===== config.mk =====
export PLATFORM = sky130hd
export DESIGN_NAME = mxt_walker_flat
export DESIGN_NICKNAME = d
export VERILOG_FILES = /design/src/rtl/mxt_pkg.sv /design/src/rtl/mxt_req_if.sv /design/src/rtl/mxt_walker.sv /design/src/flat_wrapper.sv
export SDC_FILE = /design/constraint.sdc
export NUM_CORES = 1
export LEC_CHECK = 0
export ABC_AREA = 1
export BUFFER_PORTS_ARGS = -buffer_cell sky130_fd_sc_hd__buf_2
export CAP_MARGIN = 5
export CELL_PAD_IN_SITES_DETAIL_PLACEMENT = 1
export CELL_PAD_IN_SITES_GLOBAL_PLACEMENT = 2
export CORE_ASPECT_RATIO = 1.5
export CORE_MARGIN = 10
export CORE_UTILIZATION = 36
export DETAILED_ROUTE_END_ITERATION = 6
export PLACE_DENSITY = 0.95
export SLEW_MARGIN = 20
export SYNTH_ARGS = -nofsm -noshare
export SYNTH_HDL_FRONTEND = slang
export SYNTH_SLANG_ARGS = --single-unit
export TNS_END_PERCENT = 20

===== constraint.sdc =====
create_clock -name clk_i -period 10.7 [get_ports clk_i]
set_input_delay 1.07 -clock clk_i [delete_from_list [all_inputs] [get_ports clk_i]]
set_output_delay 1.07 -clock clk_i [all_outputs]
set_load 0.005 [all_outputs]

===== src/rtl/mxt_pkg.sv =====
package mxt_pkg;

  localparam int KEY_BITS   = 31;
  localparam int NODE_BITS  = 16;
  localparam int NODE_SLOTS = 1 << NODE_BITS;
  localparam int COUNT_BITS = 20;
  localparam int ALLOC_BITS = NODE_BITS + 1;
  localparam int LVL_BITS   = $clog2(KEY_BITS + 1);

  typedef enum logic [1:0] {
    OP_INSERT = 2'd0,
    OP_REMOVE = 2'd1,
    OP_QUERY  = 2'd2,
    OP_NONE   = 2'd3
  } op_e;

  typedef enum logic [1:0] {
    ST_OK     = 2'd0,
    ST_EMPTY  = 2'd1,
    ST_ABSENT = 2'd2,
    ST_FULL   = 2'd3
  } status_e;

  typedef enum logic [3:0] {
    S_IDLE,
    S_INS_SCAN,
    S_INS_CHECK,
    S_INS_UPD,
    S_REM_SCAN,
    S_REM_UPD,
    S_QRY_NODE,
    S_QRY_PROBE,
    S_FIN
  } state_e;

  typedef struct packed {
    logic [NODE_BITS-1:0]  left;
    logic [NODE_BITS-1:0]  right;
    logic [1:0]            valid;
    logic [COUNT_BITS-1:0] count;
  } node_t;

  typedef struct packed {
    logic                 rd_en;
    logic [NODE_BITS-1:0] rd_addr;
    logic                 wr_en;
    logic [NODE_BITS-1:0] wr_addr;
    node_t                wr_data;
  } mem_req_t;

  typedef struct packed {
    logic                valid;
    logic [KEY_BITS-1:0] best_xor;
    status_e             status;
  } res_t;

endpackage


===== src/rtl/mxt_req_if.sv =====
interface mxt_req_if;
  logic                         valid;
  logic                         ready;
  logic [1:0]                   op;
  logic [mxt_pkg::KEY_BITS-1:0] key;

  modport source (output valid, output op, output key, input ready);
  modport sink (input valid, input op, input key, output ready);
endinterface


===== src/rtl/mxt_walker.sv =====
module mxt_walker (
  input  logic              clk_i,
  input  logic              rst_ni,
  mxt_req_if.sink           req_i,
  input  logic              res_free_i,
  output mxt_pkg::res_t     res_o,
  output mxt_pkg::mem_req_t mem_req_o,
  input  mxt_pkg::node_t    rd_data_i
);

  localparam int KB = mxt_pkg::KEY_BITS;
  localparam int NB = mxt_pkg::NODE_BITS;
  localparam int AB = mxt_pkg::ALLOC_BITS;
  localparam int LB = mxt_pkg::LVL_BITS;
  localparam int CB = mxt_pkg::COUNT_BITS;

  mxt_pkg::state_e  state_q, state_d;
  mxt_pkg::op_e     op_q, op_d;
  mxt_pkg::status_e status_q, status_d;
  logic [KB-1:0]    key_q, key_d;
  logic [KB-1:0]    sh_q, sh_d;
  logic [KB-1:0]    acc_q, acc_d;
  logic [LB-1:0]    lvl_q, lvl_d;
  logic [LB-1:0]    need_q, need_d;
  logic [NB-1:0]    node_q, node_d;
  logic [AB-1:0]    alloc_q, alloc_d;
  logic [CB-1:0]    root_cnt_q, root_cnt_d;
  mxt_pkg::node_t   ent_q, ent_d;
  logic             fresh_q, fresh_d;

  mxt_pkg::node_t   cur;
  mxt_pkg::node_t   wr_node;
  logic             bit_w;
  logic             at_leaf;
  logic             child_ok;
  logic [NB-1:0]    child_ptr;
  logic             want_ok;
  logic [NB-1:0]    want_ptr;
  logic [NB-1:0]    fall_ptr;
  logic [NB-1:0]    want_prev_ptr;
  logic [CB-1:0]    cnt_adj;
  logic [AB:0]      pool_sum;
  logic             ins_fail;
  logic             root_empty;
  mxt_pkg::op_e     req_op;

  // A freshly allocated node has never been written; it is known to be empty.
  assign cur       = fresh_q ? '0 : rd_data_i;
  assign bit_w     = sh_q[KB-1];
  assign at_leaf   = (lvl_q == LB'(KB));
  assign child_ok  = cur.valid[bit_w];
  assign child_ptr = bit_w ? cur.right : cur.left;
  assign want_ok   = cur.valid[!bit_w];
  assign want_ptr  = bit_w ? cur.left : cur.right;
  assign fall_ptr  = bit_w ? ent_q.right : ent_q.left;
  assign want_prev_ptr = bit_w ? ent_q.left : ent_q.right;
  assign req_op    = mxt_pkg::op_e'(req_i.op);
  assign root_empty = (lvl_q == '0) && (cur.count == '0);

  // Shared count unit: one increment or decrement per visited node.
  assign cnt_adj = (op_q == mxt_pkg::OP_REMOVE) ? (cur.count - CB'(1)) : (cur.count + CB'(1));

  assign pool_sum = (AB + 1)'(alloc_q) + (AB + 1)'(need_q);
  assign ins_fail = (pool_sum > (AB + 1)'(mxt_pkg::NODE_SLOTS)) || (root_cnt_q == '1);

  always_comb begin
    state_d = state_q;
    case (state_q)
      mxt_pkg::S_IDLE: begin
        if (req_i.valid) begin
          case (req_op)
            mxt_pkg::OP_INSERT: state_d = mxt_pkg::S_INS_SCAN;
            mxt_pkg::OP_REMOVE: state_d = mxt_pkg::S_REM_SCAN;
            mxt_pkg::OP_QUERY:  state_d = mxt_pkg::S_QRY_NODE;
            default:            state_d = mxt_pkg::S_FIN;
          endcase
        end
      end
      mxt_pkg::S_INS_SCAN: begin
        if (at_leaf || !child_ok) state_d = mxt_pkg::S_INS_CHECK;
      end
      mxt_pkg::S_INS_CHECK: begin
        state_d = ins_fail ? mxt_pkg::S_FIN : mxt_pkg::S_INS_UPD;
      end
      mxt_pkg::S_INS_UPD: begin
        if (at_leaf) state_d = mxt_pkg::S_FIN;
      end
      mxt_pkg::S_REM_SCAN: begin
        if (at_leaf) begin
          state_d = (cur.count == '0) ? mxt_pkg::S_FIN : mxt_pkg::S_REM_UPD;
        end else if (!child_ok) begin
          state_d = mxt_pkg::S_FIN;
        end
      end
      mxt_pkg::S_REM_UPD: begin
        if (at_leaf) state_d = mxt_pkg::S_FIN;
      end
      mxt_pkg::S_QRY_NODE: begin
        if (root_empty || at_leaf) begin
          state_d = mxt_pkg::S_FIN;
        end else if (want_ok) begin
          state_d = mxt_pkg::S_QRY_PROBE;
        end
      end
      mxt_pkg::S_QRY_PROBE: begin
        state_d = mxt_pkg::S_QRY_NODE;
      end
      mxt_pkg::S_FIN: begin
        if (res_free_i) state_d = mxt_pkg::S_IDLE;
      end
      default: state_d = mxt_pkg::S_IDLE;
    endcase
  end

  always_comb begin
    op_d       = op_q;
    status_d   = status_q;
    key_d      = key_q;
    sh_d       = sh_q;
    acc_d      = acc_q;
    lvl_d      = lvl_q;
    need_d     = need_q;
    node_d     = node_q;
    alloc_d    = alloc_q;
    root_cnt_d = root_cnt_q;
    ent_d      = ent_q;
    fresh_d    = fresh_q;
    mem_req_o  = '0;
    wr_node    = cur;
    req_i.ready = 1'b0;
    res_o.valid    = 1'b0;
    res_o.best_xor = acc_q;
    res_o.status   = status_q;

    case (state_q)
      mxt_pkg::S_IDLE: begin
        req_i.ready = 1'b1;
        if (req_i.valid) begin
          op_d     = req_op;
          key_d    = req_i.key;
          sh_d     = req_i.key;
          acc_d    = '0;
          lvl_d    = '0;
          node_d   = '0;
          fresh_d  = 1'b0;
          status_d = mxt_pkg::ST_OK;
          if (req_op != mxt_pkg::OP_NONE) begin
            mem_req_o.rd_en   = 1'b1;
            mem_req_o.rd_addr = '0;
          end
        end
      end
      mxt_pkg::S_INS_SCAN: begin
        if (lvl_q == '0) root_cnt_d = cur.count;
        if (at_leaf || !child_ok) begin
          need_d = LB'(KB) - lvl_q;
        end else begin
          node_d = child_ptr;
          lvl_d  = lvl_q + LB'(1);
          sh_d   = {sh_q[KB-2:0], 1'b0};
          mem_req_o.rd_en   = 1'b1;
          mem_req_o.rd_addr = child_ptr;
        end
      end
      mxt_pkg::S_INS_CHECK: begin
        if (ins_fail) begin
          status_d = mxt_pkg::ST_FULL;
        end else begin
          node_d  = '0;
          lvl_d   = '0;
          sh_d    = key_q;
          fresh_d = 1'b0;
          mem_req_o.rd_en   = 1'b1;
          mem_req_o.rd_addr = '0;
        end
      end
      mxt_pkg::S_INS_UPD: begin
        wr_node.count = cnt_adj;
        if (!at_leaf) begin
          lvl_d = lvl_q + LB'(1);
          sh_d  = {sh_q[KB-2:0], 1'b0};
          if (child_ok) begin
            node_d = child_ptr;
            mem_req_o.rd_en   = 1'b1;
            mem_req_o.rd_addr = child_ptr;
          end else begin
            // Once a node is missing, every node below it on the path is new.
            if (bit_w) begin
              wr_node.right = alloc_q[NB-1:0];
            end else begin
              wr_node.left = alloc_q[NB-1:0];
            end
            wr_node.valid[bit_w] = 1'b1;
            node_d  = alloc_q[NB-1:0];
            alloc_d = alloc_q + AB'(1);
            fresh_d = 1'b1;
          end
        end
        mem_req_o.wr_en   = 1'b1;
        mem_req_o.wr_addr = node_q;
        mem_req_o.wr_data = wr_node;
      end
      mxt_pkg::S_REM_SCAN: begin
        if (at_leaf) begin
          if (cur.count == '0) begin
            status_d = mxt_pkg::ST_ABSENT;
          end else begin
            node_d = '0;
            lvl_d  = '0;
            sh_d   = key_q;
            mem_req_o.rd_en   = 1'b1;
            mem_req_o.rd_addr = '0;
          end
        end else if (!child_ok) begin
          status_d = mxt_pkg::ST_ABSENT;
        end else begin
          node_d = child_ptr;
          lvl_d  = lvl_q + LB'(1);
          sh_d   = {sh_q[KB-2:0], 1'b0};
          mem_req_o.rd_en   = 1'b1;
          mem_req_o.rd_addr = child_ptr;
        end
      end
      mxt_pkg::S_REM_UPD: begin
        wr_node.count     = cnt_adj;
        mem_req_o.wr_en   = 1'b1;
        mem_req_o.wr_addr = node_q;
        mem_req_o.wr_data = wr_node;
        if (!at_leaf) begin
          node_d = child_ptr;
          lvl_d  = lvl_q + LB'(1);
          sh_d   = {sh_q[KB-2:0], 1'b0};
          mem_req_o.rd_en   = 1'b1;
          mem_req_o.rd_addr = child_ptr;
        end
      end
      mxt_pkg::S_QRY_NODE: begin
        if (root_empty) begin
          status_d = mxt_pkg::ST_EMPTY;
        end else if (!at_leaf) begin
          ent_d = cur;
          if (want_ok) begin
            mem_req_o.rd_en   = 1'b1;
            mem_req_o.rd_addr = want_ptr;
          end else begin
            node_d = child_ptr;
            acc_d  = {acc_q[KB-2:0], 1'b0};
            lvl_d  = lvl_q + LB'(1);
            sh_d   = {sh_q[KB-2:0], 1'b0};
            mem_req_o.rd_en   = 1'b1;
            mem_req_o.rd_addr = child_ptr;
          end
        end
      end
      mxt_pkg::S_QRY_PROBE: begin
        lvl_d = lvl_q + LB'(1);
        sh_d  = {sh_q[KB-2:0], 1'b0};
        if (cur.count != '0) begin
          // The probed child is the next node and its entry is already read.
          node_d = want_prev_ptr;
          acc_d  = {acc_q[KB-2:0], 1'b1};
        end else begin
          node_d = fall_ptr;
          acc_d  = {acc_q[KB-2:0], 1'b0};
          mem_req_o.rd_en   = 1'b1;
          mem_req_o.rd_addr = fall_ptr;
        end
      end
      mxt_pkg::S_FIN: begin
        res_o.valid = 1'b1;
      end
      default: begin
      end
    endcase
  end

  always_ff @(posedge clk_i or negedge rst_ni) begin
    if (!rst_ni) begin
      state_q <= mxt_pkg::S_IDLE;
      alloc_q <= AB'(1);
      fresh_q <= 1'b0;
    end else begin
      state_q <= state_d;
      alloc_q <= alloc_d;
      fresh_q <= fresh_d;
    end
  end

  always_ff @(posedge clk_i) begin
    op_q       <= op_d;
    status_q   <= status_d;
    key_q      <= key_d;
    sh_q       <= sh_d;
    acc_q      <= acc_d;
    lvl_q      <= lvl_d;
    need_q     <= need_d;
    node_q     <= node_d;
    root_cnt_q <= root_cnt_d;
    ent_q      <= ent_d;
  end

  a_alloc_bound: assert property (@(posedge clk_i) disable iff (!rst_ni)
    alloc_q <= AB'(mxt_pkg::NODE_SLOTS))
    else $error("node allocator ran past the pool");

  a_rw_apart: assert property (@(posedge clk_i) disable iff (!rst_ni)
    (mem_req_o.wr_en && mem_req_o.rd_en) |-> (mem_req_o.wr_addr != mem_req_o.rd_addr))
    else $error("node read and write collide on one address");

  a_alloc_src: assert property (@(posedge clk_i) disable iff (!rst_ni)
    (alloc_q != $past(alloc_q)) |-> ($past(state_q) == mxt_pkg::S_INS_UPD))
    else $error("allocator moved outside an insert update");

  a_lvl_bound: assert property (@(posedge clk_i) disable iff (!rst_ni)
    (state_q != mxt_pkg::S_IDLE) |-> (lvl_q <= LB'(KB)))
    else $error("walk level beyond the leaf");

endmodule


===== src/flat_wrapper.sv =====
// flat-port wrapper written by rule: the top's interface ports become plain ports
module mxt_walker_flat 
  (clk_i, rst_ni, res_free_i, res_o, mem_req_o, rd_data_i, req_i_valid, req_i_op, req_i_key, req_i_ready);
  mxt_req_if req_i_i ();
  input  logic clk_i;
  input  logic rst_ni;
  input  logic res_free_i;
  output mxt_pkg::res_t res_o;
  output mxt_pkg::mem_req_t mem_req_o;
  input  mxt_pkg::node_t rd_data_i;
  input wire logic [$bits(req_i_i.valid)-1:0] req_i_valid;
  input wire logic [$bits(req_i_i.op)-1:0] req_i_op;
  input wire logic [$bits(req_i_i.key)-1:0] req_i_key;
  output wire logic [$bits(req_i_i.ready)-1:0] req_i_ready;
  assign req_i_i.valid = req_i_valid;
  assign req_i_i.op = req_i_op;
  assign req_i_i.key = req_i_key;
  assign req_i_ready = req_i_i.ready;
  mxt_walker u_core (.clk_i(clk_i), .rst_ni(rst_ni), .req_i(req_i_i), .res_free_i(res_free_i), .res_o(res_o), .mem_req_o(mem_req_o), .rd_data_i(rd_data_i));
endmodule

Word-level counts from Yosys, hierarchy flattened
Cells that the tools add are included.
Widths: inputs -> output; s select.
{"block": "classes", "bitwise": 4, "mux": 99, "reduce_logical": 29, "n_addsub": 6, "n_eq_ne": 34, "n_lt_le_gt_ge": 4}
{"cell": "$mux 31", "n": 14}
{"cell": "$mux 16", "n": 20}
{"cell": "$pmux 31 s7", "n": 1}
{"cell": "$mux 17", "n": 12}
{"cell": "$pmux 71 s2", "n": 1}
{"cell": "$pmux 17 s8", "n": 1}
{"cell": "$pmux 16 s8", "n": 1}
{"cell": "$pmux 31 s3", "n": 1}
{"cell": "$mux 34", "n": 2}
{"cell": "$mux 54", "n": 1}
{"cell": "$mux 5", "n": 10}
{"cell": "$mux 4", "n": 10}
{"cell": "$pmux 5 s7", "n": 1}
{"cell": "$pmux 4 s8", "n": 1}
{"cell": "$ne 2x2->1 const B", "n": 12}
{"cell": "$add 20x1->20 const B", "n": 1}
{"cell": "$eq 20x20->1 const B", "n": 1}
{"cell": "$logic_not 20->1", "n": 1}
{"cell": "$mux 20", "n": 1}
{"cell": "$reduce_bool 20->1", "n": 1}
{"cell": "$sub 20x1->20 const B", "n": 1}
{"cell": "$add 17x5->18", "n": 1}
{"cell": "$gt 18x17->1 const B", "n": 1}
{"cell": "$add 17x1->17 const B", "n": 1}
{"cell": "other kinds (40)", "n": 79}
{"block": "totals", "reg_bits": 197, "out_inout_bits": 123, "in_bits": 91, "elab_cells": 190}

Logic depth before layout (Yosys ltp)
Gate-level depths: netlist (run 1).
{"block": "depth", "ltp_word": 8, "mapped_depth": 20, "mapped_depth_nobuf": 20}

Worst setup path after synthesis (run 1)
No wires, ideal clock.
{"block": "synth_timing", "path_kind": "reg-to-reg", "start": "register u_core.alloc_q[0]", "end": "register u_core.lvl_q[0] (enable)", "required_time_ps": 10226, "path_stages_with_launch": 19, "n_path_buf": 0, "setup_time_ps": 474, "arrival_ps": 4707, "period_less_slack_ps": 5181, "slack_ps": 5519, "path_cell_list": "dfstp_2 > ha_1 > inv_1 > fa_1 > inv_1 > nand2_1 > nand2_1 > nand3_1 > nand2_1 > nand2_1 > nand2_1 > nand3_1 > nor2_1 > nand3_1 > nand2_1 > nand2_1 > nand2_2 > nand2_1 > nor3_1"}
{"block": "synth_between", "elab_chain_cells": 5}
{"item": "start, declared", "line": "mxt_walker.sv:26", "rtl": "logic [AB-1:0] alloc_q, alloc_d;"}
{"item": "start signal, assigned", "line": "mxt_walker.sv:284", "rtl": "alloc_q <= alloc_d;"}
{"item": "$add 17x5->18", "line": "mxt_walker.sv:63", "rtl": "assign pool_sum = (AB + 1)'(alloc_q) + (AB + 1)'(need_q);"}
{"item": "$gt 18x17->1", "line": "mxt_walker.sv:64", "rtl": "assign ins_fail = (pool_sum > (AB + 1)'(mxt_pkg::NODE_SLOTS)) || (root_cnt_q == '1);"}
{"item": "$logic_or 1x1->1", "line": "mxt_walker.sv:64"}
{"item": "$ne 2x2->1 (no source line)"}
{"item": "$reduce_and 10->1 (no source line)"}
{"item": "end signal, assigned", "line": "mxt_walker.sv:295", "rtl": "lvl_q <= lvl_d;"}
{"item": "end, declared", "line": "mxt_walker.sv:23", "rtl": "logic [LB-1:0] lvl_q, lvl_d;"}
Every way passes these cells.
A chain may end at the register's enable or synchronous reset.

==> metrics.txt, run 1 <==
# TYPE chip_impl_metric gauge
chip_impl_info{name="critPathCaptureType",value="primary output"} 1
chip_impl_metric{name="fp.dieW",unit="microns"} 167.8
chip_impl_metric{name="endpoint_arrival_time_on_the_critical_path",unit="ns"} 4.07
chip_impl_metric{name="number_of_antenna_violations_at_the_first_check_in_global_routing",unit=""} 1
chip_impl_metric{name="cts_repair_resize_count",unit=""} 0
chip_impl_metric{name="final_core_utilization",unit=""} 0.4253
chip_impl_metric{name="viasPerCell",unit=""} 5.333
chip_impl_metric{name="finish.net_count",unit=""} 1723
chip_impl_metric{name="distinct_cells_synth",unit=""} 50
chip_impl_info{name="start_kind",value="flop"} 1
chip_impl_metric{name="synthCells",unit=""} 1413
chip_impl_metric{name="post_drt_wl_per_cell",unit="microns"} 19.99
chip_impl_metric{name="globalRouteTotalUtil",unit=""} 0.1956
chip_impl_metric{name="detailed_place_hpwl",unit="mm"} 30.88
chip_impl_metric{name="postRouteWirelength",unit="mm"} 40.53
chip_impl_metric{name="dieArea",unit="sq um"} 40560
chip_impl_info{name="unrepaired_setup_endpoints_after_global_routing",value="false"} 1
chip_impl_metric{name="port_buffers",unit=""} 213
chip_impl_metric{name="achievable-frequency",unit="MHz"} 194.5
chip_impl_metric{name="max-cap-violations",unit=""} 0
chip_impl_info{name="primary_flip_flop_cell_chosen_by_synthesis_mapping",value="edfxtp_1"} 1
chip_impl_metric{name="timing_max_transition_violations_final",unit=""} 0
chip_impl_metric{name="hold_viol",unit=""} 0
chip_impl_metric{name="finalCritPeriodShare",unit=""} 0.4804
chip_impl_metric{name="seq_cell_area",unit="sq um"} 5807
chip_impl_metric{name="finalSetupViolations",unit=""} 0
chip_impl_metric{name="die_h",unit="microns"} 241.7
chip_impl_metric{name="yosysWarnings",unit=""} 0
chip_impl_metric{name="cts_buffers",unit=""} 17
chip_impl_metric{name="overflow",unit=""} 0
chip_impl_info{name="cts_tree",value="done"} 1
chip_impl_info{name="path_class",value="reg2out"} 1
chip_impl_metric{name="filler_cell_count",unit=""} 4001
chip_impl_info{name="run_status",value="finished clean"} 1
chip_impl_metric{name="slew_at_the_pin_with_the_worst_max_slew_slack",unit="ns"} 1.036
chip_impl_info{name="clock-root-buffer",value="clkbuf_16"} 1
chip_impl_metric{name="drive_above_1_share",unit=""} 0.1875
chip_impl_metric{name="worst-path-max-fanout",unit=""} 33
chip_impl_metric{name="layout_setup_ws",unit="ns"} 5.560
chip_impl_metric{name="detail-route-antenna-nets",unit=""} 0
chip_impl_metric{name="dp.cells",unit=""} 1995
chip_impl_metric{name="postCtsSetupBuffers",unit=""} 0
chip_impl_metric{name="synth-edff-count",unit=""} 175
chip_impl_metric{name="initialDrtViolationCount",unit=""} 649
chip_impl_metric{name="starting_utilization_of_the_core_area",unit=""} 0.3626
chip_impl_metric{name="finalCriticalPeriod",unit="ns"} 5.140
chip_impl_info{name="hp_class",value="reg2reg"} 1
chip_impl_metric{name="worstSkewPairLatency",unit="ns"} 0.46
chip_impl_metric{name="synth_seq_cells",unit=""} 197
chip_impl_metric{name="asyncSetResetFlopFracSynth",unit=""} 0.1117
chip_impl_metric{name="crit_required",unit="ns"} 9.63
chip_impl_metric{name="drt_drc_violations_left",unit=""} 0
chip_impl_metric{name="max_buffers_root_to_sink",unit=""} 2
chip_impl_metric{name="multiInputGateArea",unit="sq um"} 4955
chip_impl_metric{name="vias_in_the_first_global_route",unit=""} 11720
chip_impl_metric{name="coreArea",unit="sq um"} 32530
chip_impl_metric{name="clkSinkCount",unit=""} 197
chip_impl_metric{name="pin_count_of_the_biggest_net_entering_global_routing",unit=""} 71
chip_impl_metric{name="syn_to_final_growth",unit="%"} 17.29
chip_impl_metric{name="grt_first_pass_wirelength",unit="mm"} 64.08
chip_impl_metric{name="netlist_area",unit="sq um"} 11800
chip_impl_metric{name="holdBufCountCts",unit=""} 0
chip_impl_metric{name="finalClockSkew",unit="ns"} 0.01681
chip_impl_metric{name="rows",unit=""} 81
chip_impl_metric{name="h-tree-depth",unit=""} 4
chip_impl_metric{name="max_slew_margin",unit=""} 0.3069
chip_impl_metric{name="place_ws",unit="ns"} 5.812
chip_impl_metric{name="power_leakage",unit="nW"} 6.346
chip_impl_metric{name="gpl.final_weighted_congestion",unit=""} 0.9146
chip_impl_metric{name="firstDrtPassIters",unit=""} 5
chip_impl_metric{name="synth.avg_cell_area",unit="sq um"} 8.348
chip_impl_metric{name="ir_worst_vdd",unit="mV"} 0.1345
chip_impl_metric{name="cellPowerDensity",unit="nW/um^2"} 247.5
chip_impl_metric{name="boundaryPins",unit=""} 214
chip_impl_metric{name="synth-seq-area-share",unit=""} 0.4923
chip_impl_metric{name="finalSetupTns",unit="ns"} 0
chip_impl_metric{name="vias",unit=""} 10810
chip_impl_metric{name="layoutNonFillerInstCount",unit=""} 2027
chip_impl_metric{name="clk_transition_reported_paths",unit="ns"} 0.08
chip_impl_metric{name="synth_fp_nets",unit=""} 1537
cell type report:
cell class / instances / share of cell area
clock buffer: 17 / 0.03075
multi-input combinational: 942 / 0.3581
antenna: 1 / 0.0001809
tap: 415 / 0.03753
timing repair buffer: 221 / 0.08139
sequential: 197 / 0.4197
inverter: 220 / 0.05987
clock inverter: 14 / 0.01248
cells in the final DEF, fill, tap and decap left out, types with 4 or more instances in the layout:
cell type  synthesis  layout
nor2_2            11      11
o221ai_1          11      11
o2111ai_1         18      18
nand2_2            6       7
inv_1            203     202
dfrtp_1           21      21
inv_2             14      15
o211ai_1          59      59
nor2_1           170     169
clkbuf_16          0      17
inv_8              0       5
nand3_1           47      47
o21ai_0           66      66
nor3_1            18      16
buf_2             11     213
edfxtp_1         175     175
nand4_1           13      13
a21oi_1           48      48
nand2_1          338     336
ha_1              31      31
buf_4              3       8
clkinv_8           0       4
a31oi_1           32      32
nor4_1             4       4
xor2_1            19      19
o22ai_1           20      20
path summary, 6_finish.rpt:
check | startpoint | to | slack [ns] | cells past startpoint
setup / recovery | u_core.fresh_q | mem_req_o[86] | 5.56 | 12
hold / removal | u_core.alloc_q[16] | u_core.alloc_q[16] | 0.49 | 1
setup reg to reg | u_core.alloc_q[0] | u_core.lvl_q[3] | 6.50 | 19
hold reg to reg | u_core.alloc_q[16] | u_core.alloc_q[16] | 0.49 | 1
max in group asynchronous | rst_ni | u_core.alloc_q[0] | 9.74 | 1
min in group asynchronous | rst_ni | u_core.alloc_q[10] | 0.58 | 1
routing by layer:
layer,global-route usage,vias up,part of all wire
met5,0,-,0
met4,0.07469,0,0.026
met3,0.04075,62,0.052
met2,0.3436,315,0.52
met1,0.2267,5267,0.40
li1,-,5165,-
power breakdown:
part           internal (mW)  switching, mW  leakage, nW
Clock                  0.318          0.349        0.292
Sequential              1.19          0.109         1.93
Combinational          0.421           1.04         4.12
cell usage after synthesis, types with 13 or more instances:
master	instances	area, sq um
xor2_1	19	166.4
inv_1	203	762.0
nor3_1	18	90.09
a21oi_1	48	240.2
o2111ai_1	18	157.7
inv_2	14	52.55
o21ai_0	66	330.3
edfxtp_1	175	5255
nand4_1	13	81.33
clkbuf_1	36	135.1
o211ai_1	59	442.9
o22ai_1	20	125.1
dfrtp_1	21	525.5
ha_1	31	387.9
a31oi_1	32	200.2
nand2_1	338	1269
nand3_1	47	235.2
nor2_1	170	638.1
kinds of logic (layout without fill, tap and decap cells):
family,after synthesis,in the layout,share of synthesized area
AND/OR/NAND/NOR,620,620,0.2196
buffers and inverters,274,472,0.09143
AO/OA/AOI/OAI,269,269,0.1456
flip-flops,197,197,0.4923
adder cells (fa/ha/maj),33,33,0.03627
XOR/XNOR,20,20,0.01485
other,0,1,0
critical path: stages (launching register included):
cell	delay, ns
dfrtp_1	0.71
nor2_2	0.41
inv_1	0.14
nand3_1	0.16
nor4_4	0.06
nand4_2	0.14
nand3_2	0.52
inv_2	0.83
nand2_2	0.16
nand2_1	0.11
nand2_1	0.05
o211ai_1	0.10
buf_2	0.17
registers in the layout (all words and copies together), names as in the netlist:
signal	cells
u_core.key_q	31
u_core.status_q	2
u_core.root_cnt_q	20
u_core.fresh_q	1
u_core.sh_q	31
u_core.need_q	5
u_core.lvl_q	5
u_core.state_q	4
u_core.node_q	16
u_core.op_q	2
u_core.alloc_q	17
u_core.ent_q	32
u_core.acc_q	31
per-stage QoR:
| stage | total power, mW | hold WS [ns] | instance area, sq um |
|---|---|---|---|
| global placement | 2.713 | 0.4641 | 13220 |
| detailed placement | 2.777 | 0.4804 | 13230 |
| CTS | 3.450 | 0.4947 | 13830 |
| global route | 3.678 | 0.5088 | 13840 |
| finish | 3.425 | 0.4937 | 13840 |
| floorplan | 2.229 | 0.4416 | 11800 |
(Power assumes the default switching activity.)
==> run 2: changes to the inputs <==
- CORE_UTILIZATION: 36 -> 30
- PLACE_DENSITY: 0.95 -> 0.88
- clock period: 10.7 -> 4.24 ns (I/O delays scaled with it)
==> run 2 against run 1 <==
Effect of this change:
- clock power grew to 2.5 times the previous value
- hold slack worse by 0.35 ns
- non-clock buffer count rose by 10
- setup slack got worse by 5.1 ns
==> metrics.txt, run 2 (synthesized netlist as in run 1, its figures left out) <==
# TYPE chip_impl_metric gauge
chip_impl_info{name="run_status",value="finished clean"} 1
chip_impl_metric{name="final_core_utilization",unit=""} 0.3625
chip_impl_info{name="min_to",value="u_core.key_q[15]"} 1
chip_impl_metric{name="initialDrtViolationCount",unit=""} 664
chip_impl_info{name="start_kind",value="flop"} 1
chip_impl_metric{name="finalCritPeriodShare",unit=""} 0.8983
chip_impl_metric{name="gpl.final_weighted_congestion",unit=""} 0.8992
chip_impl_metric{name="vias_in_the_first_global_route",unit=""} 11520
chip_impl_metric{name="worst-path-max-fanout",unit=""} 13
chip_impl_metric{name="cellPowerDensity",unit="nW/um^2"} 614.2
chip_impl_info{name="cts_tree",value="done"} 1
chip_impl_metric{name="vias",unit=""} 10770
chip_impl_info{name="crit_path_frequent_cell",value="nand2_1"} 1
chip_impl_metric{name="overflow",unit=""} 0
chip_impl_info{name="layout_commonest_cell",value="nand2_1"} 1
chip_impl_metric{name="ir_worst_vdd",unit="mV"} 0.2706
chip_impl_info{name="layout.cells.most_common_list",value="nand2_1 (337), buf_2 (213), inv_1 (203)"} 1
chip_impl_metric{name="crit_required",unit="ns"} 3.82
chip_impl_metric{name="clk_transition_reported_paths",unit="ns"} 0.09
chip_impl_metric{name="finalCriticalPeriod",unit="ns"} 3.809
chip_impl_metric{name="detailed_place_hpwl",unit="mm"} 31.34
chip_impl_metric{name="layout_setup_ws",unit="ns"} 0.4311
chip_impl_info{name="hp-start",value="req_i_key[15]"} 1
chip_impl_metric{name="max_buffers_root_to_sink",unit=""} 2
chip_impl_metric{name="starting_utilization_of_the_core_area",unit=""} 0.3052
chip_impl_metric{name="coreArea",unit="sq um"} 38650
chip_impl_metric{name="globalRouteTotalUtil",unit=""} 0.1665
chip_impl_info{name="path_class",value="reg2out"} 1
chip_impl_metric{name="power.switching",unit="mW"} 3.723
chip_impl_metric{name="dieArea",unit="sq um"} 47820
chip_impl_metric{name="clk_pwr_share",unit=""} 0.194
chip_impl_metric{name="firstDrtPassIters",unit=""} 7
chip_impl_metric{name="power.switching_fraction",unit=""} 0.4327
chip_impl_info{name="registers.top_by_ff_count",value="u_core.ent_q"} 1
chip_impl_metric{name="cts_buffers",unit=""} 17
chip_impl_metric{name="fp.dieW",unit="microns"} 181.9
chip_impl_metric{name="drive_above_1_share",unit=""} 0.1911
chip_impl_metric{name="postRouteWirelength",unit="mm"} 40.96
chip_impl_metric{name="intPower",unit="mW"} 4.881
chip_impl_metric{name="timing.hold.worst_path_depth",unit=""} 1
chip_impl_metric{name="hold_viol",unit=""} 0
chip_impl_metric{name="finalClockSkew",unit="ns"} 0.01679
chip_impl_metric{name="viasPerCell",unit=""} 5.089
chip_impl_metric{name="h-tree-depth",unit=""} 4
chip_impl_metric{name="pin_count_of_the_biggest_net_entering_global_routing",unit=""} 68
chip_impl_metric{name="finalSetupTns",unit="ns"} 0
chip_impl_metric{name="die_h",unit="microns"} 262.9
chip_impl_metric{name="boundaryPins",unit=""} 214
chip_impl_metric{name="achievable-frequency",unit="MHz"} 262.5
chip_impl_metric{name="detail-route-antenna-nets",unit=""} 0
chip_impl_metric{name="timing.hold.ws",unit="ns"} 0.1447
chip_impl_metric{name="layoutNonFillerInstCount",unit=""} 2117
chip_impl_metric{name="power_leakage",unit="nW"} 6.389
chip_impl_metric{name="finalSetupViolations",unit=""} 0
chip_impl_info{name="worstPathCellList",value="nor2_1, ha_1, a21o_1, nand3_1, nand2_1, a21oi_1, inv_1, a21oi_1, o21bai_1, a21boi_0, nand2_1, nand2_1, nor2_1, buf_2"} 1
chip_impl_metric{name="max_slew_margin",unit=""} 0.3490
chip_impl_metric{name="drt_drc_violations_left",unit=""} 0
chip_impl_metric{name="post_drt_wl_per_cell",unit="microns"} 19.35
chip_impl_metric{name="n_antenna_cell",unit=""} 0
chip_impl_metric{name="dp.cells",unit=""} 2084
chip_impl_metric{name="worstSkewPairLatency",unit="ns"} 0.46
chip_impl_metric{name="grt_first_pass_wirelength",unit="mm"} 63.48
chip_impl_metric{name="finish.net_count",unit=""} 1733
chip_impl_metric{name="slew_at_the_pin_with_the_worst_max_slew_slack",unit="ns"} 0.9742
chip_impl_info{name="unrepaired_setup_endpoints_after_global_routing",value="false"} 1
chip_impl_metric{name="largest_register_ffs",unit=""} 32
chip_impl_metric{name="number_of_antenna_violations_at_the_first_check_in_global_routing",unit=""} 0
chip_impl_metric{name="endpoint_arrival_time_on_the_critical_path",unit="ns"} 3.38
chip_impl_metric{name="combinational_share_of_power",unit=""} 0.428
chip_impl_metric{name="critical-path-max-stage-delay",unit="ns"} 0.53
chip_impl_metric{name="filler_cell_count",unit=""} 4706
chip_impl_metric{name="sequentialPowerShare",unit=""} 0.378
chip_impl_info{name="clock-root-buffer",value="clkbuf_16"} 1
chip_impl_metric{name="clkSinkCount",unit=""} 197
chip_impl_metric{name="port_buffers",unit=""} 213
chip_impl_metric{name="postCtsSetupBuffers",unit=""} 0
chip_impl_metric{name="place_ws",unit="ns"} 0.6680
chip_impl_metric{name="rows",unit=""} 88
chip_impl_info{name="critPathCaptureType",value="primary output"} 1
chip_impl_metric{name="syn_to_final_growth",unit="%"} 18.75
chip_impl_info{name="timing.rr.end",value="u_core.sh_q[6]"} 1
chip_impl_info{name="crit_path_top_delay_cell",value="dfrtp_2"} 1
chip_impl_metric{name="rr_worst_depth",unit=""} 19
chip_impl_metric{name="max-cap-violations",unit=""} 0
chip_impl_info{name="hp_class",value="in2reg"} 1
chip_impl_info{name="regToRegStartpoint",value="u_core.alloc_q[0]"} 1
chip_impl_metric{name="timing.reg2reg.setup_slack",unit="ns"} 0.68
chip_impl_metric{name="timing_max_transition_violations_final",unit=""} 0
## run 2: stage by stage
| step | total power, mW | instance area, sq um |
|---|---|---|
| after floorplan | 5.619 | 11800 |
| after global placement | 6.871 | 13390 |
| after detailed placement | 7.011 | 13390 |
| after CTS | 8.706 | 14000 |
| after global routing | 9.253 | 14010 |
| final | 8.604 | 14010 |
## run 2: power groups by stage
| stage | combinational [mW] | sequential, mW | clock, mW |
|---|---|---|---|
| 6_report | 3.68 | 3.26 | 1.67 |
| 5_1_grt | 4.15 | 3.32 | 1.78 |
| 4_1_cts | 3.73 | 3.26 | 1.71 |
| 3_5_place_dp | 3.71 | 3.30 | 0 |
| 3_3_place_gp | 3.60 | 3.27 | 0 |
| 2_1_floorplan | 2.38 | 3.24 | 0 |
## run 2: worst max path at each step
stage | slack [ns] | cells after the start | startpoint | endpoint
2_1_floorplan | 0.16 | 18 | u_core.alloc_q[0] | u_core.lvl_q[0]
3_3_place_gp | 0.82 | 19 | u_core.alloc_q[0] | u_core.sh_q[14]
3_5_place_dp | 0.67 | 19 | u_core.alloc_q[0] | u_core.sh_q[13]
4_1_cts | 0.27 | 13 | u_core.fresh_q | mem_req_o[15]
5_1_grt | 0.02 | 14 | u_core.fresh_q | mem_req_o[16]
6_report | 0.43 | 14 | u_core.fresh_q | mem_req_o[16]
## run 2: timing repair
item	in CTS	in global routing
hold buffers	1	0
endpoints found under the hold margin	21	0
endpoints found under the setup margin	0	2
gates resized for setup	0	1
## run 2: per-layer routing
| metal | global-route usage | routed length (microns) |
|---|---|---|
| met3 | 0.03331 | 1955 |
| met2 | 0.3017 | 21500 |
| met5 | 0 | 0 |
| met4 | 0.06070 | 1018 |
| met1 | 0.1869 | 16480 |
## run 2: worst max-delay path: cells and delay by family (launching register included)
kind	cells	cell delay, ns
adders and majority gates	1	0.35
buffers and inverters	2	0.19
DFF	1	0.53
and+or+nand+nor	6	0.65
AOI/OAI and AO/OA	5	1.20
## run 2: layout make-up
cell class	count	area (sq um)	share of cell area
clock buffers	18	429.2	0.03064
clock inverters	14	173.9	0.01242
inverters	220	828.3	0.05913
multi-input cells	942	4946	0.3531
flip-flops and latches	197	5808	0.4146
well taps	495	619.3	0.04421
repair buffers	231	1204	0.08592
==> run 3: changes to the inputs <==
- PLACE_DENSITY: 0.88 -> 0.78
==> run 3 against run 2 <==
Effect of this change:
- design area down 0.16%
- fmax down 1.4%
- via count down 0.99%
- hold slack improved by 0.00096 ns
- count of clock-buffer cells in the layout down 1
- combinational power about the same
- register-to-register slack got worse by 0.05 ns
- flip-flop and latch count unchanged
- first-iteration DRC count shrank 3.0%
- non-clock buffer count down 2
- total power barely moved
- critical path type unchanged
- highest routed layer unchanged
==> metrics.txt, run 3 (synthesized netlist as in run 1, its figures left out) <==
# TYPE chip_impl_metric gauge
chip_impl_metric{name="ir_worst_vdd",unit="mV"} 0.3186
chip_impl_metric{name="port_buffers",unit=""} 213
chip_impl_info{name="run_status",value="finished clean"} 1
chip_impl_info{name="registers.top_by_ff_count",value="u_core.ent_q"} 1
chip_impl_metric{name="power_leakage",unit="nW"} 6.380
chip_impl_metric{name="vias_in_the_first_global_route",unit=""} 11360
chip_impl_metric{name="finalSetupTns",unit="ns"} 0
chip_impl_info{name="layout.cells.most_common_list",value="nand2_1 (337), buf_2 (213), inv_1 (203)"} 1
chip_impl_metric{name="final_core_utilization",unit=""} 0.3619
chip_impl_metric{name="crit_required",unit="ns"} 3.82
chip_impl_metric{name="initialDrtViolationCount",unit=""} 644
chip_impl_metric{name="largest_register_ffs",unit=""} 32
chip_impl_metric{name="drive_above_1_share",unit=""} 0.1901
chip_impl_metric{name="max-cap-violations",unit=""} 0
chip_impl_metric{name="finalCriticalPeriod",unit="ns"} 3.861
chip_impl_metric{name="syn_to_final_growth",unit="%"} 18.56
chip_impl_metric{name="timing.hold.worst_path_depth",unit=""} 1
chip_impl_metric{name="fp.dieW",unit="microns"} 181.9
chip_impl_metric{name="finish.net_count",unit=""} 1731
chip_impl_metric{name="drt_drc_violations_left",unit=""} 0
chip_impl_metric{name="worstSkewPairLatency",unit="ns"} 0.47
chip_impl_info{name="unrepaired_setup_endpoints_after_global_routing",value="false"} 1
chip_impl_metric{name="slew_at_the_pin_with_the_worst_max_slew_slack",unit="ns"} 1.059
chip_impl_info{name="critPathCaptureType",value="primary output"} 1
chip_impl_metric{name="clkSinkCount",unit=""} 197
chip_impl_metric{name="timing_max_transition_violations_final",unit=""} 0
chip_impl_metric{name="overflow",unit=""} 0
chip_impl_metric{name="post_drt_wl_per_cell",unit="microns"} 19.60
chip_impl_metric{name="finalSetupViolations",unit=""} 0
chip_impl_info{name="timing.rr.end",value="u_core.lvl_q[2]"} 1
chip_impl_info{name="hp_class",value="in2reg"} 1
chip_impl_metric{name="clk_transition_reported_paths",unit="ns"} 0.09
chip_impl_metric{name="gpl.final_weighted_congestion",unit=""} 0.8367
chip_impl_metric{name="viasPerCell",unit=""} 5.043
chip_impl_metric{name="worst-path-max-fanout",unit=""} 5
chip_impl_metric{name="boundaryPins",unit=""} 214
chip_impl_metric{name="finalCritPeriodShare",unit=""} 0.9106
chip_impl_metric{name="power",unit="mW"} 8.610
chip_impl_metric{name="dieArea",unit="sq um"} 47820
chip_impl_metric{name="coreArea",unit="sq um"} 38650
chip_impl_info{name="hp-start",value="req_i_key[14]"} 1
chip_impl_info{name="clock-root-buffer",value="clkbuf_16"} 1
chip_impl_metric{name="pin_count_of_the_biggest_net_entering_global_routing",unit=""} 69
chip_impl_metric{name="endpoint_arrival_time_on_the_critical_path",unit="ns"} 3.44
chip_impl_metric{name="timing.reg2reg.setup_slack",unit="ns"} 0.63
chip_impl_info{name="start_kind",value="flop"} 1
chip_impl_metric{name="detailed_place_hpwl",unit="mm"} 31.31
chip_impl_metric{name="cellPowerDensity",unit="nW/um^2"} 615.6
chip_impl_metric{name="vias",unit=""} 10670
chip_impl_metric{name="grt_first_pass_wirelength",unit="mm"} 64.13
chip_impl_metric{name="starting_utilization_of_the_core_area",unit=""} 0.3052
chip_impl_metric{name="detail-route-antenna-nets",unit=""} 0
chip_impl_metric{name="number_of_antenna_violations_at_the_first_check_in_global_routing",unit=""} 0
chip_impl_info{name="layout_commonest_cell",value="nand2_1"} 1
chip_impl_metric{name="finalClockSkew",unit="ns"} 0.01637
chip_impl_metric{name="max_slew_margin",unit=""} 0.2911
chip_impl_metric{name="n_antenna_cell",unit=""} 0
chip_impl_info{name="regToRegStartpoint",value="u_core.alloc_q[0]"} 1
chip_impl_info{name="cts_tree",value="done"} 1
chip_impl_metric{name="cts_buffers",unit=""} 17
chip_impl_metric{name="achievable-frequency",unit="MHz"} 259.0
chip_impl_metric{name="max_buffers_root_to_sink",unit=""} 2
chip_impl_metric{name="h-tree-depth",unit=""} 4
chip_impl_metric{name="rows",unit=""} 88
chip_impl_metric{name="dp.cells",unit=""} 2082
chip_impl_metric{name="rr_worst_depth",unit=""} 19
chip_impl_metric{name="die_h",unit="microns"} 262.9
chip_impl_metric{name="hold_viol",unit=""} 0
chip_impl_info{name="path_class",value="reg2out"} 1
chip_impl_metric{name="layoutNonFillerInstCount",unit=""} 2115
chip_impl_metric{name="postRouteWirelength",unit="mm"} 41.46
chip_impl_metric{name="firstDrtPassIters",unit=""} 7
chip_impl_info{name="min_to",value="u_core.key_q[14]"} 1
chip_impl_metric{name="globalRouteTotalUtil",unit=""} 0.1688
## run 3: cell count changes in the layout (fill, tap and decap cells not counted)
cell	change
clkinv_8	-1
nor2_4	-1
inv_6	-1
buf_4	-2
nor2_2	+1
clkinv_1	+1
inv_8	+2
clkbuf_1	-1
## run 3: through the flow
stage	setup slack, ns	cell area (sq um)	hold slack [ns]
final	0.3790	13990	0.1456
after global routing	0.06850	13990	0.1236
after CTS	0.1891	13980	0.1249
after detailed placement	0.6043	13370	0.4362
after global placement	0.7068	13370	0.4380
after floorplan	0.1646	11800	0.1284
## run 3: routing by layer
metal / wire (microns) / vias up / track usage
met4: 958 / 0 / 0.06004
met3: 2132 / 46 / 0.03510
met5: 0 / - / 0
met2: 21350 / 262 / 0.3007
li1: - / 5181 / -
met1: 17020 / 5178 / 0.1936
## run 3: repair_timing
item,in CTS,in global routing
hold buffers,1,0
buffers inserted,0,0
setup endpoints to repair,0,3
resized for setup,0,1
endpoints found under the hold margin,21,0
## run 3: worst max-delay path, cell delays in order, from the launching register on
cell and delay (ns):
dfstp_2 0.59, ha_1 0.24, inv_1 0.08, fa_1 0.47, inv_1 0.09, nand2_1 0.05
nand2_1 0.09, nand3_1 0.09, nand2_1 0.16, nand2_1 0.07, nand2_1 0.07, nand3_1 0.07
nor2_1 0.10, nand3_1 0.08, nand2_1 0.13, nand3_1 0.21, nand4_1 0.22, buf_2 0.17
## run 3: how the worst max path moves through the flow
stage	from	slack (ns)	cells after the start	endpoint
finish	u_core.alloc_q[0]	0.38	17	mem_req_o[87]
global route	u_core.alloc_q[0]	0.07	17	mem_req_o[87]
CTS	u_core.fresh_q	0.19	14	mem_req_o[16]
detailed placement	u_core.alloc_q[0]	0.60	19	u_core.sh_q[29]
global placement	u_core.alloc_q[0]	0.71	19	u_core.sh_q[13]
floorplan	u_core.alloc_q[0]	0.16	18	u_core.lvl_q[0]
## run 3: final cells by class
class	instances	area [sq um]
repair buffers	229	1189
inverters	220	828.3
clock buffers	17	425.4
fillers	4645	24660
well taps	495	619.3
multi-input cells	942	4941
clock inverters	15	175.2
flip-flops and latches	197	5808
## run 3: report_power, final
group          total, mW  switching (mW)  leakage, nW  internal [mW]
clock network       1.67           0.870        0.290          0.801
logic               3.69            2.61         4.16           1.09
registers           3.25           0.255         1.93           2.99
total               8.61            3.73         6.38           4.88
